**config.mk**
```make
export PLATFORM = sky130hd
export DESIGN_NAME = http_response_header_tokenizer
export DESIGN_NICKNAME = d
export VERILOG_FILES = /design/src/hw/rtl/hrt_pkg.sv /design/src/hw/rtl/http_response_header_tokenizer.sv
export SDC_FILE = /design/constraint.sdc
export NUM_CORES = 1
export LEC_CHECK = 0
export BUFFER_PORTS_ARGS = -buffer_cell sky130_fd_sc_hd__buf_4
export CAP_MARGIN = 20
export CORE_ASPECT_RATIO = 0.8
export CORE_MARGIN = 3
export CORE_UTILIZATION = 50
export CTS_BUF_LIST = sky130_fd_sc_hd__clkbuf_2
export DETAILED_ROUTE_END_ITERATION = 7
export PLACE_DENSITY_LB_ADDON = 0.12
export SLEW_MARGIN = 15
export SYNTH_ARGS = -nofsm -noshare
export SYNTH_HDL_FRONTEND = slang
export SYNTH_SLANG_ARGS = --single-unit
export TNS_END_PERCENT = 5
```
**constraint.sdc**
```tcl
create_clock -name clk_i -period 8.3 [get_ports clk_i]
set_input_delay 1.66 -clock clk_i [delete_from_list [all_inputs] [get_ports clk_i]]
set_output_delay 1.66 -clock clk_i [all_outputs]
set_load 0.05 [all_outputs]
```
**src/hw/rtl/hrt_pkg.sv**
```systemverilog
`default_nettype none

package hrt_pkg;

  // Header size limit (bytes) used as the top-level default
  localparam int unsigned HrtMaxHeaderBytes = 4096;

  // Widths of the result fields
  localparam int unsigned KindW = 3;
  localparam int unsigned OffW  = 12;

  // Token kinds
  typedef enum logic [KindW-1:0] {
    KIND_VERSION   = 3'd0,
    KIND_STATUS    = 3'd1,
    KIND_REASON    = 3'd2,
    KIND_NAME      = 3'd3,
    KIND_VALUE     = 3'd4,
    KIND_DONE      = 3'd5,
    KIND_BAD_START = 3'd6,
    KIND_MALFORMED = 3'd7
  } kind_e;

  // Characters the parser cares about
  localparam logic [7:0] ChCr    = 8'h0d;
  localparam logic [7:0] ChLf    = 8'h0a;
  localparam logic [7:0] ChColon = 8'h3a;
  localparam logic [7:0] ChNul   = 8'h00;

  // One result entry
  typedef struct packed {
    logic            last;
    logic [OffW-1:0] len;
    logic [OffW-1:0] start;
    kind_e           kind;
  } res_t;

  // Expected leading text "HTTP"
  function automatic logic [7:0] prefix_char(input logic [1:0] idx);
    logic [7:0] ch;
    unique case (idx)
      2'd0:    ch = 8'h48;
      2'd1:    ch = 8'h54;
      2'd2:    ch = 8'h54;
      default: ch = 8'h50;
    endcase
    return ch;
  endfunction

  // Space, TAB, LF, VT, FF (CR is handled separately)
  function automatic logic is_ws(input logic [7:0] b);
    return (b == 8'h20) || (b == 8'h09) || (b == 8'h0a) || (b == 8'h0b) || (b == 8'h0c);
  endfunction

  function automatic res_t mk_res(input kind_e kind, input logic [11:0] start,
                                  input logic [11:0] len);
    res_t r;
    r.kind  = kind;
    r.start = start;
    r.len   = len;
    r.last  = 1'b0;
    return r;
  endfunction

endpackage

`default_nettype wire

```
**src/hw/rtl/http_response_header_tokenizer.sv**
```systemverilog
// Results are written to the queue when their byte is taken and leave it in order.
// Throughput: one byte per cycle while s_axis_tready is high; a byte yields zero to
// two results, drained one per cycle (while m_axis_tready is high) through a single output
// port from a four-entry queue. The slave side is ready while at least two are free.
// Reset (rst_ni low, asynchronous): parser at the start of a new header, queue empty.
`default_nettype none

module http_response_header_tokenizer
  import hrt_pkg::*;
#(
  parameter int unsigned MaxHeaderBytes = HrtMaxHeaderBytes
) (
  input  wire logic        clk_i,
  input  wire logic        rst_ni,
  // slave side
  input  wire logic        s_axis_tvalid,
  output      logic        s_axis_tready,
  input  wire logic [7:0]  s_axis_tdata,   // [7:0] data_byte
  input  wire logic        s_axis_tlast,   // last_byte
  // master side
  output      logic        m_axis_tvalid,
  input  wire logic        m_axis_tready,
  output      logic [31:0] m_axis_tdata,   // [2:0] token_kind, [14:3] token_start,
                                           // [26:15] token_length, [31:27] zero
  output      logic        m_axis_tlast    // last_result
);

  localparam int unsigned PosW = $clog2(MaxHeaderBytes + 1);
  localparam logic [PosW-1:0] PosMax = PosW'(MaxHeaderBytes);

  // Parse phases
  localparam logic [3:0] PH_VER      = 4'd0;
  localparam logic [3:0] PH_SKIP1    = 4'd1;
  localparam logic [3:0] PH_STATUS   = 4'd2;
  localparam logic [3:0] PH_SKIP2    = 4'd3;
  localparam logic [3:0] PH_REASON   = 4'd4;
  localparam logic [3:0] PH_LINE     = 4'd5;
  localparam logic [3:0] PH_NAME     = 4'd6;
  localparam logic [3:0] PH_SKIPV    = 4'd7;
  localparam logic [3:0] PH_VALUE    = 4'd8;
  localparam logic [3:0] PH_FINAL_LF = 4'd9;

  // Parser state
  logic [3:0]      phase_q, phase_d;
  logic [PosW-1:0] pos_q, pos_d;
  logic [PosW-1:0] tok_q, tok_d;
  logic [2:0]      pmc_q, pmc_d;
  logic            lfp_q, lfp_d;
  logic            fin_q, fin_d;

  // Result queue
  res_t       fifo_q [4];
  logic [1:0] wr_ptr_q, rd_ptr_q;
  logic [2:0] count_q;

  logic       s_acc, m_pop;
  logic [7:0] b;

  // Candidate results: from the byte itself, the value flush at end, the end status
  logic       tk_v, ev_v, ef_v;
  res_t       tk_r, ev_r, ef_r;
  res_t       res0, res1;
  logic [1:0] n_res;

  // Working copies during the byte
  logic [3:0]      ph;
  logic [PosW-1:0] pos, tok, end_off;
  logic [2:0]      pmc;
  logic            lfp, fin;

  assign b     = s_axis_tdata;
  assign s_acc = s_axis_tvalid && s_axis_tready;
  assign m_pop = m_axis_tvalid && m_axis_tready;

  // Per-byte parse step
  always_comb begin
    // a finished run restarts from fresh state
    ph      = fin_q ? PH_VER : phase_q;
    pos     = fin_q ? '0 : pos_q;
    tok     = fin_q ? '0 : tok_q;
    pmc     = fin_q ? 3'd0 : pmc_q;
    lfp     = fin_q ? 1'b0 : lfp_q;
    fin     = 1'b0;
    tk_v    = 1'b0;
    ev_v    = 1'b0;
    ef_v    = 1'b0;
    tk_r    = mk_res(KIND_DONE, '0, '0);
    ev_r    = mk_res(KIND_DONE, '0, '0);
    ef_r    = mk_res(KIND_DONE, '0, '0);
    end_off = pos;

    if (b != ChNul) begin
      if (pos >= PosMax) begin
        tk_v = 1'b1;
        tk_r = mk_res(KIND_MALFORMED, 12'(pos), '0);
        fin  = 1'b1;
      end else if (lfp) begin
        lfp = 1'b0;
        if (b != ChLf) begin
          tk_v = 1'b1;
          tk_r = mk_res(KIND_MALFORMED, 12'(pos), '0);
          fin  = 1'b1;
        end else if (ph == PH_FINAL_LF) begin
          tk_v = 1'b1;
          tk_r = mk_res(KIND_DONE, 12'(pos), '0);
          fin  = 1'b1;
        end
      end else begin
        unique case (ph)
          PH_VER: begin
            if (!pmc[2]) begin
              if (b != prefix_char(pmc[1:0])) begin
                tk_v = 1'b1;
                tk_r = mk_res(KIND_BAD_START, 12'(pos), '0);
                fin  = 1'b1;
              end else begin
                pmc = pmc + 3'd1;
              end
            end else if (b == ChCr) begin
              tk_v = 1'b1;
              tk_r = mk_res(KIND_VERSION, '0, 12'(pos));
              ph   = PH_LINE;
              lfp  = 1'b1;
            end else if (is_ws(b)) begin
              tk_v = 1'b1;
              tk_r = mk_res(KIND_VERSION, '0, 12'(pos));
              ph   = PH_SKIP1;
            end
          end
          PH_SKIP1, PH_SKIP2: begin
            if (b == ChCr) begin
              ph  = PH_LINE;
              lfp = 1'b1;
            end else if (!is_ws(b)) begin
              tok = pos;
              ph  = (ph == PH_SKIP1) ? PH_STATUS : PH_REASON;
            end
          end
          PH_STATUS: begin
            if (b == ChCr || is_ws(b)) begin
              tk_v = 1'b1;
              tk_r = mk_res(KIND_STATUS, 12'(tok), 12'(pos - tok));
              if (b == ChCr) begin
                ph  = PH_LINE;
                lfp = 1'b1;
              end else begin
                ph = PH_SKIP2;
              end
            end
          end
          PH_REASON: begin
            if (b == ChCr) begin
              tk_v = 1'b1;
              tk_r = mk_res(KIND_REASON, 12'(tok), 12'(pos - tok));
              ph   = PH_LINE;
              lfp  = 1'b1;
            end
          end
          PH_LINE: begin
            if (b == ChCr) begin
              ph  = PH_FINAL_LF;
              lfp = 1'b1;
            end else if (b == ChColon) begin
              tk_v = 1'b1;
              tk_r = mk_res(KIND_NAME, 12'(pos), '0);
              ph   = PH_SKIPV;
            end else begin
              tok = pos;
              ph  = PH_NAME;
            end
          end
          PH_NAME: begin
            if (b == ChColon) begin
              tk_v = 1'b1;
              tk_r = mk_res(KIND_NAME, 12'(tok), 12'(pos - tok));
              ph   = PH_SKIPV;
            end else if (b == ChCr) begin
              tk_v = 1'b1;
              tk_r = mk_res(KIND_MALFORMED, 12'(pos), '0);
              fin  = 1'b1;
            end
          end
          PH_SKIPV: begin
            if (b == ChCr) begin
              tk_v = 1'b1;
              tk_r = mk_res(KIND_MALFORMED, 12'(pos), '0);
              fin  = 1'b1;
            end else if (!is_ws(b)) begin
              tok = pos;
              ph  = PH_VALUE;
            end
          end
          PH_VALUE: begin
            if (b == ChCr) begin
              tk_v = 1'b1;
              tk_r = mk_res(KIND_VALUE, 12'(tok), 12'(pos - tok));
              ph   = PH_LINE;
              lfp  = 1'b1;
            end
          end
          default: begin
            tk_v = 1'b1;
            tk_r = mk_res(KIND_MALFORMED, 12'(pos), '0);
            fin  = 1'b1;
          end
        endcase
      end
      end_off = (pos < PosMax) ? pos + PosW'(1) : pos;
    end

    // End of buffer: zero byte, or last flag on a byte that did not end the run
    if (b == ChNul || (!fin && s_axis_tlast)) begin
      ef_v = 1'b1;
      fin  = 1'b1;
      unique case (ph)
        PH_VER:
          ef_r = mk_res(pmc[2] ? KIND_MALFORMED : KIND_BAD_START, 12'(end_off), '0);
        PH_LINE, PH_FINAL_LF:
          ef_r = mk_res(KIND_DONE, 12'(end_off), '0);
        PH_VALUE: begin
          ev_v = 1'b1;
          ev_r = mk_res(KIND_VALUE, 12'(tok), 12'(end_off - tok));
          ef_r = mk_res(KIND_DONE, 12'(end_off), '0);
        end
        default:
          ef_r = mk_res(KIND_MALFORMED, 12'(end_off), '0);
      endcase
    end

    phase_d = ph;
    pos_d   = (b == ChNul) ? pos : end_off;
    tok_d   = tok;
    pmc_d   = pmc;
    lfp_d   = lfp;
    fin_d   = fin;
  end

  // Pack the candidates in order into at most two results
  always_comb begin
    res0  = tk_r;
    res1  = ev_r;
    n_res = 2'd0;
    priority if (tk_v) begin
      res0  = tk_r;
      res1  = ev_v ? ev_r : ef_r;
      n_res = (ev_v || ef_v) ? 2'd2 : 2'd1;
    end else if (ev_v) begin
      res0  = ev_r;
      res1  = ef_r;
      n_res = 2'd2;
    end else if (ef_v) begin
      res0  = ef_r;
      n_res = 2'd1;
    end else begin
      n_res = 2'd0;
    end
    // mark the final result of the byte
    if (n_res == 2'd1) begin
      res0.last = 1'b1;
    end
    if (n_res == 2'd2) begin
      res1.last = 1'b1;
    end
  end

  // Parser state registers
  always_ff @(posedge clk_i or negedge rst_ni) begin
    if (!rst_ni) begin
      phase_q <= PH_VER;
      pos_q   <= '0;
      tok_q   <= '0;
      pmc_q   <= 3'd0;
      lfp_q   <= 1'b0;
      fin_q   <= 1'b0;
    end else if (s_acc) begin
      phase_q <= phase_d;
      pos_q   <= pos_d;
      tok_q   <= tok_d;
      pmc_q   <= pmc_d;
      lfp_q   <= lfp_d;
      fin_q   <= fin_d;
    end
  end

  // Queue storage
  always_ff @(posedge clk_i) begin
    if (s_acc && n_res != 2'd0) begin
      fifo_q[wr_ptr_q] <= res0;
    end
    if (s_acc && n_res == 2'd2) begin
      fifo_q[wr_ptr_q + 2'd1] <= res1;
    end
  end

  // Queue pointers
  always_ff @(posedge clk_i or negedge rst_ni) begin
    if (!rst_ni) begin
      wr_ptr_q <= 2'd0;
      rd_ptr_q <= 2'd0;
      count_q  <= 3'd0;
    end else begin
      if (s_acc) begin
        wr_ptr_q <= wr_ptr_q + n_res;
      end
      if (m_pop) begin
        rd_ptr_q <= rd_ptr_q + 2'd1;
      end
      count_q <= count_q + (s_acc ? {1'b0, n_res} : 3'd0) - {2'b0, m_pop};
    end
  end

  assign s_axis_tready = (count_q <= 3'd2);
  assign m_axis_tvalid = (count_q != 3'd0);
  assign m_axis_tdata  = {5'b0, fifo_q[rd_ptr_q].len, fifo_q[rd_ptr_q].start,
                          fifo_q[rd_ptr_q].kind};
  assign m_axis_tlast  = fifo_q[rd_ptr_q].last;

  // Queue never holds more than its four entries
  a_count_max: assert property (@(posedge clk_i) disable iff (!rst_ni)
    count_q <= 3'd4)
    else $error("result queue overflow");

  // A byte flagged last always ends the run
  a_last_ends: assert property (@(posedge clk_i) disable iff (!rst_ni)
    (s_acc && s_axis_tlast) |=> fin_q)
    else $error("run not finished after last byte");

  // A zero byte always leaves at least one result queued
  a_nul_result: assert property (@(posedge clk_i) disable iff (!rst_ni)
    (s_acc && s_axis_tdata == ChNul) |=> (count_q != 3'd0 && fin_q))
    else $error("end of buffer produced no result");

endmodule

`default_nettype wire
```
Yosys cells after proc, flatten, opt, wreduce, memory -nomap -nowiden:

Memory sizes are Yosys's and may differ from the RTL's.
Index checks and enable logic that the tools add are counted.

* bits in registers: 42
* memory bits (writable): 112
* input port bits: 13
* output and inout bits: 35
* word-level logic and storage cells: 191
* memories: 1

* add/subtract/negate cells: 9
* magnitude comparators: 3
* equal/unequal tests: 25
* multiplexer cells: 116
* reduce and logical (&&, ||, !) cells: 28

Memory list
* fifo_q: words 4, bits a word 28, read ports 1, clocked after memory_dff 0, write ports 2, line http_response_header_tokenizer.sv:52 `res_t fifo_q [4];`

Operator list (count)
* two-way mux 28 bit: 10
* one-hot mux 28 bit (8 select lines): 1
* two-way mux 27 bit: 8
* two-way mux 13 bit: 12
* two-way mux 15 bit: 7
* two-way mux 4 bit: 15
* equality test 8 x 4 -> 1 bit, second input constant: 5
* two-way mux 8 bit: 5
* two-way mux 1 bit: 38
* one-hot mux 4 bit (7 select lines): 1
* two-way mux 3 bit: 9
* one-hot mux 13 bit (2 select lines): 1
* subtractor 12 bit: 2
* equality test 4 x 3 -> 1 bit, second input constant: 5
* equality test 4 bit, second input constant: 4
* equality test 8 x 6 -> 1 bit, second input constant: 2
* adder 13 x 1 -> 13 bit, second input constant: 1
* >= comparator 13 bit, second input constant: 1
* < comparator 13 bit, second input constant: 1
* one-hot mux 5 bit (2 select lines): 1
* OR reduction 3 bit: 3
* equality test 4 x 2 -> 1 bit, second input constant: 2
* logical NOT 4 bit: 2
* logical NOT 8 bit: 1
* 26 further kinds: 44

Depth between registers and ports, before layout:

Gate-level depths: netlist of the first run.

* word-level depth: 27
* depth in mapped cells: 24
* gate-level depth less buffers: 18

Worst setup path after synthesis of the first run:

OpenSTA, ideal clock, no wires.

* kind: input-to-reg
* start: input port s_axis_tdata[0]
* end: memory fifo_q[0][25] (netlist name), data pin
* library setup time: 266 ps
* arrival: 5271 ps
* data required time: 8034 ps
* path slack: 2763 ps
* stages: 18
* buffers on the path: 1
* path through: clkbuf_1 > or3b_2 > nor3_1 > nand2_1 > and3_1 > a21oi_1 > nor2_1 > ha_1 > fa_1 > nor2b_1 > o21ai_0 > a21boi_0 > o21ai_0 > a21oi_1 > or4_1 > nand4_1 > a22oi_1 > nor2_1

RTL lines
* from (decl): line http_response_header_tokenizer.sv:18 `input wire logic [7:0] s_axis_tdata,`
* to (decl): line http_response_header_tokenizer.sv:52

==> flow_summary.toml, run 1 <==
[global_routing]
grt_pass1_wl_um = 51900
grt_overflow = 0
grt_pass1_vias = 8664
grt_max_degree = 53
grt.total_usage = 0.296
antenna_found_initial = 1

[run_status]
status = "completed"

[clock_tree]
clockBufferDepth = 2
cts_tree = "built"
ctsResizeCount = 0
cts.sinks = 153
numCtsBuffers = 17
root_buffer = "clkbuf_2"
clkTransAtPathRegs_ps = 310
cts_setup_buffers = 0
insertion_delay_ps = 770
htreeDepth = 4
cts_hold_buf = 0

[setup_path]
worst-path-max-fanout = 24
r2r_start = "phase_q[3]"
r2r_end = "fifo_q[2][25]"
path_class = "reg2reg"
reg2reg_depth = 17
crit_buf_inv = 0
cpPeakStageDelay_ps = 800
crit_top_cell = "nor2_1"
worst-r2r-setup-slack_ps = 2640
arrival_ps = 6150
critPathCaptureType = "flop"
path_cells = "or3b_2 > nor2_1 > nand2_1 > and3_1 > a21oi_1 > nor2_1 > ha_1 > fa_1 > nor2b_1 > o21ai_0 > a21boi_0 > o21ai_0 > a21oi_1 > or4_1 > nand4_1 > a22oi_1 > nor2_1"
required_ps = 8790
critPathLaunchType = "flop"
crit_start = "phase_q[3]"
path_delay_family = "simple AND/OR/NAND/NOR gates"
crit_slowest_cell = "nor2_1"

[route]
met1Wirelength_um = 15000
vias_per_cell = 6.58
wl_met2_um = 13700
drcViolationCount = 0
dr.max_layer_used = "met4"
initialDrtViolationCount = 1339
antenna_left = 0
wirelength_um = 33400
routed-via-count = 9245
wire_per_inst_um = 23.8
wl_met3_um = 3930
dr.pass1.iters = 6

[cells_and_area]
area_growth_pct = 7.35
drive_gt1_frac = 0.133
final_cell_mix = "nand2_1 (137), edfxtp_1 (108), o21ai_0 (94), nor2_1 (93), buf_4 (55)"
final_common_cell = "nand2_1"
final_nets = 1172
fill_cells = 1850

[hold_path]
hold_depth = 2
min_path_type = "reg2reg"
worstHoldStart = "fifo_q[2][2]"
holdPathEnd = "fifo_q[2][2]"

[die]
rows = 46
initial_utilization = 0.518
die_x_um = 168
die_area_um2 = 22700
die_y_um = 135
ios = 48
core_region_area_um2 = 20200

[logic_synthesis]
yosysSeqAreaShare = 0.416
synthCells = 1115
synthFlopType = "edfxtp_1"
synthArstFlopShare = 0.268
synth-seq-cells = 153
syn_avg_cell_area_um2 = 9.38
synth_cell_type_count = 86
synth-warning-count = 0
synth-edff-count = 108
syn_area_um2 = 10500

[sta]
tns_ps = 0
worst_slack_ps = 2640
fin_crit_ps = 5660
maxSlewHeadroom = 0.255
maxSlewViolCount = 0
setup_violations = 0
rsz0062_at_grt = "false"
worstMarginPinSlew_ps = 1110
holdWs_ps = 505
period_share = 0.682
fmax_ghz = 0.177
skew_ps = 58.5
hold_viol = 0

[placement]
gp_congestion = 0.987
dp_hpwl_um = 24200
pre_cts_slack_ps = 2080
io_buffers = 42

[power_and_ir_drop]
ir_drop_mv = 0.225
totalPowerFinal_w = 0.00243
p_per_area_nw_per_um2 = 217
cellLeakagePower_nw = 4.06

[job]
max-cap-violations = 0
## through the flow
stage           util  area, µm²  instances
3_5_place_dp   0.540      10900       1369
4_1_cts        0.554      11200       1401
3_3_place_gp   0.540      10900       1369
2_1_floorplan      -      10500       1119
5_1_grt        0.556      11200       1404
6_report       0.556      11200       1404
## Yosys cell counts, drive strengths merged, types with 5 or more instances
master / instances / area, µm²
o22ai: 52 / 325
nor4: 16 / 136
nand4: 7 / 50.1
nor2b: 12 / 75.1
o221ai: 6 / 52.6
a21oi: 50 / 250
dfrtp: 41 / 1030
mux4: 28 / 631
o21ai: 101 / 505
or2: 6 / 37.5
o21a: 9 / 68.8
nor2: 93 / 349
nor3: 27 / 146
buf: 25 / 138
a22oi: 14 / 105
xnor2: 22 / 193
o2111ai: 5 / 43.8
nand2b: 30 / 188
clkbuf: 44 / 166
o211ai: 11 / 82.6
and2: 8 / 52.6
edfxtp: 108 / 3240
inv: 53 / 199
nand3: 25 / 125
o311ai: 6 / 60.1
nand2: 138 / 521
a211oi: 8 / 70.1
a31oi: 14 / 87.6
a21o: 6 / 45.0
o2bb2ai: 5 / 43.8
and3: 5 / 31.3
ha: 30 / 375
or3: 13 / 81.3
xor2: 12 / 105
nand3b: 9 / 67.6
## state kept, by name, summed over array words and instances (netlist names)
name and count:
pos_q 13, rd_ptr_q 2, lfp_q 1, tok_q 12, fin_q 1, phase_q 4, count_q 3, pmc_q 3
fifo_q 112, wr_ptr_q 2
## layout make-up
cell class	count	area [µm²]	share of cell area
antenna	1	2.50	0.000223
clock buffer	17	85.1	0.00758
clock inverter	15	198	0.0176
inverter	53	199	0.0177
multi-input combinational	844	5620	0.501
sequential	153	4350	0.387
tap	264	330	0.0294
timing repair buffer	57	440	0.0392
## worst max path at each step
stage	end	slack [ps]	depth (start not counted)
floorplan	fifo_q[0][25]	2760	18
global placement	fifo_q[0][25]	2180	18
detailed placement	fifo_q[3][25]	2080	18
CTS	fifo_q[3][13]	2820	12
global route	fifo_q[0][25]	2180	17
finish	fifo_q[2][25]	2640	17
## kinds of logic (layout without fill, tap and decap cells)
family / after synthesis / in the layout / synth area share
other: 1 / 6 / 0.000359
flip-flops: 153 / 153 / 0.416
buffers and inverters: 122 / 142 / 0.0481
XOR/XNOR: 34 / 34 / 0.0285
multiplexers: 31 / 31 / 0.0633
AO/OA/AOI/OAI: 334 / 334 / 0.209
adder cells (fa/ha/maj): 33 / 33 / 0.0416
AND/OR/NAND/NOR: 407 / 407 / 0.193
## power breakdown
group          internal [W]  total (W)  switching, W  leakage, nW
Sequential         0.000917   0.000979     0.0000629         1.62
Combinational      0.000331   0.000978      0.000648         2.28
Clock              0.000134   0.000473      0.000339        0.164
Total               0.00138    0.00243       0.00105         4.06
## worst register-to-register path, delay by kind of cell, from the launching register on
kind	cells	cell delay, ps
DFF	1	750
adders and majority gates	2	680
and+or+nand+nor	9	2660
AOI/OAI and AO/OA	6	1300
## routing by layer
metal / GRT usage / vias to the layer above
met5: 0 / -
met3: 0.0677 / 56
li1: - / 4196
met2: 0.415 / 630
met1: 0.458 / 4363
met4: 0.0818 / 0
No activity file was read; power rests on OpenSTA's default activity.
==> run 2: changes to the inputs <==
==> constraint.sdc (replaced) <==
create_clock -name clk_i -period 5.6 [get_ports clk_i]
set_input_delay 1.12 -clock clk_i [delete_from_list [all_inputs] [get_ports clk_i]]
set_output_delay 1.12 -clock clk_i [all_outputs]
set_load 0.05 [all_outputs]
==> flow_summary.toml, run 2 (same netlist as run 1, synthesis figures left out) <==
[run_status]
status = "completed"

[sta]
worst_slack_ps = 504
fmax_ghz = 0.196
period_share = 0.910
maxSlewViolCount = 0
maxSlewHeadroom = 0.303
holdWs_ps = 334
hold_viol = 0
fin_crit_ps = 5100
tns_ps = 0
skew_ps = 52.3
rsz0062_at_grt = "false"
setup_violations = 0
worstMarginPinSlew_ps = 1040

[global_routing]
grt.total_usage = 0.305
grt_max_degree = 42
grt_pass1_wl_um = 53300
antenna_found_initial = 2
grt_overflow = 0
grt_pass1_vias = 8798

[placement]
pre_cts_slack_ps = 296
dp_hpwl_um = 25000
gp_congestion = 1.00
io_buffers = 42

[clock_tree]
clkTransAtPathRegs_ps = 270
root_buffer = "clkbuf_2"
cts_tree = "built"
clockBufferDepth = 2
ctsResizeCount = 0
insertion_delay_ps = 770
cts_setup_buffers = 0
htreeDepth = 4
numCtsBuffers = 17
cts_hold_buf = 0
cts.sinks = 153

[cells_and_area]
final-seq-area_um2 = 4350
area_growth_pct = 10.3
top_register = "fifo_q"
final_nets = 1212
final_common_cell = "nand2_1"
reg_top3 = "fifo_q x112, pos_q x13, tok_q x12"
largest_register_ffs = 112
multi_input_area_um2 = 5620
drive_gt1_frac = 0.163
fill_cells = 1806
final_cell_mix = "nand2_1 (137), edfxtp_1 (108), buf_4 (96), o21ai_0 (94), nor2_1 (93)"

[die]
die_x_um = 168
die_y_um = 135
die_area_um2 = 22700
ios = 48
rows = 46
initial_utilization = 0.518
core_region_area_um2 = 20200

[hold_path]
min_path_type = "in2async"

[route]
wire_per_inst_um = 23.7
drcViolationCount = 0
initialDrtViolationCount = 1331
antenna_left = 0
dr.pass1.iters = 6
wirelength_um = 34300
routed-via-count = 9444
vias_per_cell = 6.54

[setup_path]
cpPeakStageDelay_ps = 700
critPathCaptureType = "flop"
arrival_ps = 5620
worst-r2r-setup-slack_ps = 500
critPathLaunchType = "flop"
crit_slowest_cell = "dfrtp_1"
path_cells = "or3b_1 > a21oi_1 > nand3_1 > a21oi_1 > o22ai_1 > a21oi_1 > inv_1 > fa_1 > nor2b_1 > o21ai_0 > a21boi_0 > o21ai_0 > a21oi_1 > or4_1 > nand4_1 > a22oi_1 > nor2_1"
worst-path-max-fanout = 22
required_ps = 6130
crit_top_cell = "a21oi_1"
path_class = "reg2reg"

[job]
max-cap-violations = 0

[power_and_ir_drop]
cellLeakagePower_nw = 4.26
ir_drop_mv = 0.421
p_per_area_nw_per_um2 = 318
[run 2: final cells by class]
class,instances,area share
Timing Repair Buffer,97,0.0642
Clock inverter,15,0.0177
Inverter,53,0.0172
Antenna cell,1,0.000217
Sequential cell,153,0.377
Clock buffer,17,0.00738
Multi-Input combinational cell,844,0.487
Tap cell,264,0.0286
[run 2: power by group]
part           internal [W]  switching, W
logic              0.000504      0.000976
clock network      0.000270      0.000470
registers           0.00136     0.0000929
total               0.00213       0.00154
[run 2: through the flow]
step / util / cells / area, µm² / total power (W)
after detailed placement: 0.555 / 1410 / 11200 / 0.00295
after floorplan: - / 1119 / 10500 / 0.00252
final: 0.571 / 1444 / 11500 / 0.00367
after CTS: 0.570 / 1442 / 11500 / 0.00367
after global routing: 0.571 / 1444 / 11500 / 0.00382
after global placement: 0.555 / 1410 / 11200 / 0.00293
[run 2: path summary, 6_finish.rpt]
kind | cells after the start | to | start
max reg2reg | 17 | fifo_q[0][25] | fin_q
max | 17 | fifo_q[0][25] | fin_q
min | 1 | lfp_q | rst_ni
max in group asynchronous | 1 | pos_q[9] | rst_ni
min reg2reg | 2 | fifo_q[1][2] | fifo_q[1][2]
min in group clk_i | 2 | fifo_q[1][2] | fifo_q[1][2]
[run 2: routing by layer]
metal | global-route usage | wire length, µm | up-vias
met5 | 0 | 0 | -
met1 | 0.473 | 15400 | 4528
met2 | 0.446 | 14700 | 564
met4 | 0.0718 | 666 | 0
met3 | 0.0554 | 3540 | 61
li1 | - | - | 4291
[run 2: critical path, delay by kind of cell, from the launching register on]
family / cells / cell delay [ps]
fa+ha+maj: 1 / 480
compound gates: 9 / 2310
flops: 1 / 700
simple gates: 6 / 1220
buf+inv: 1 / 140
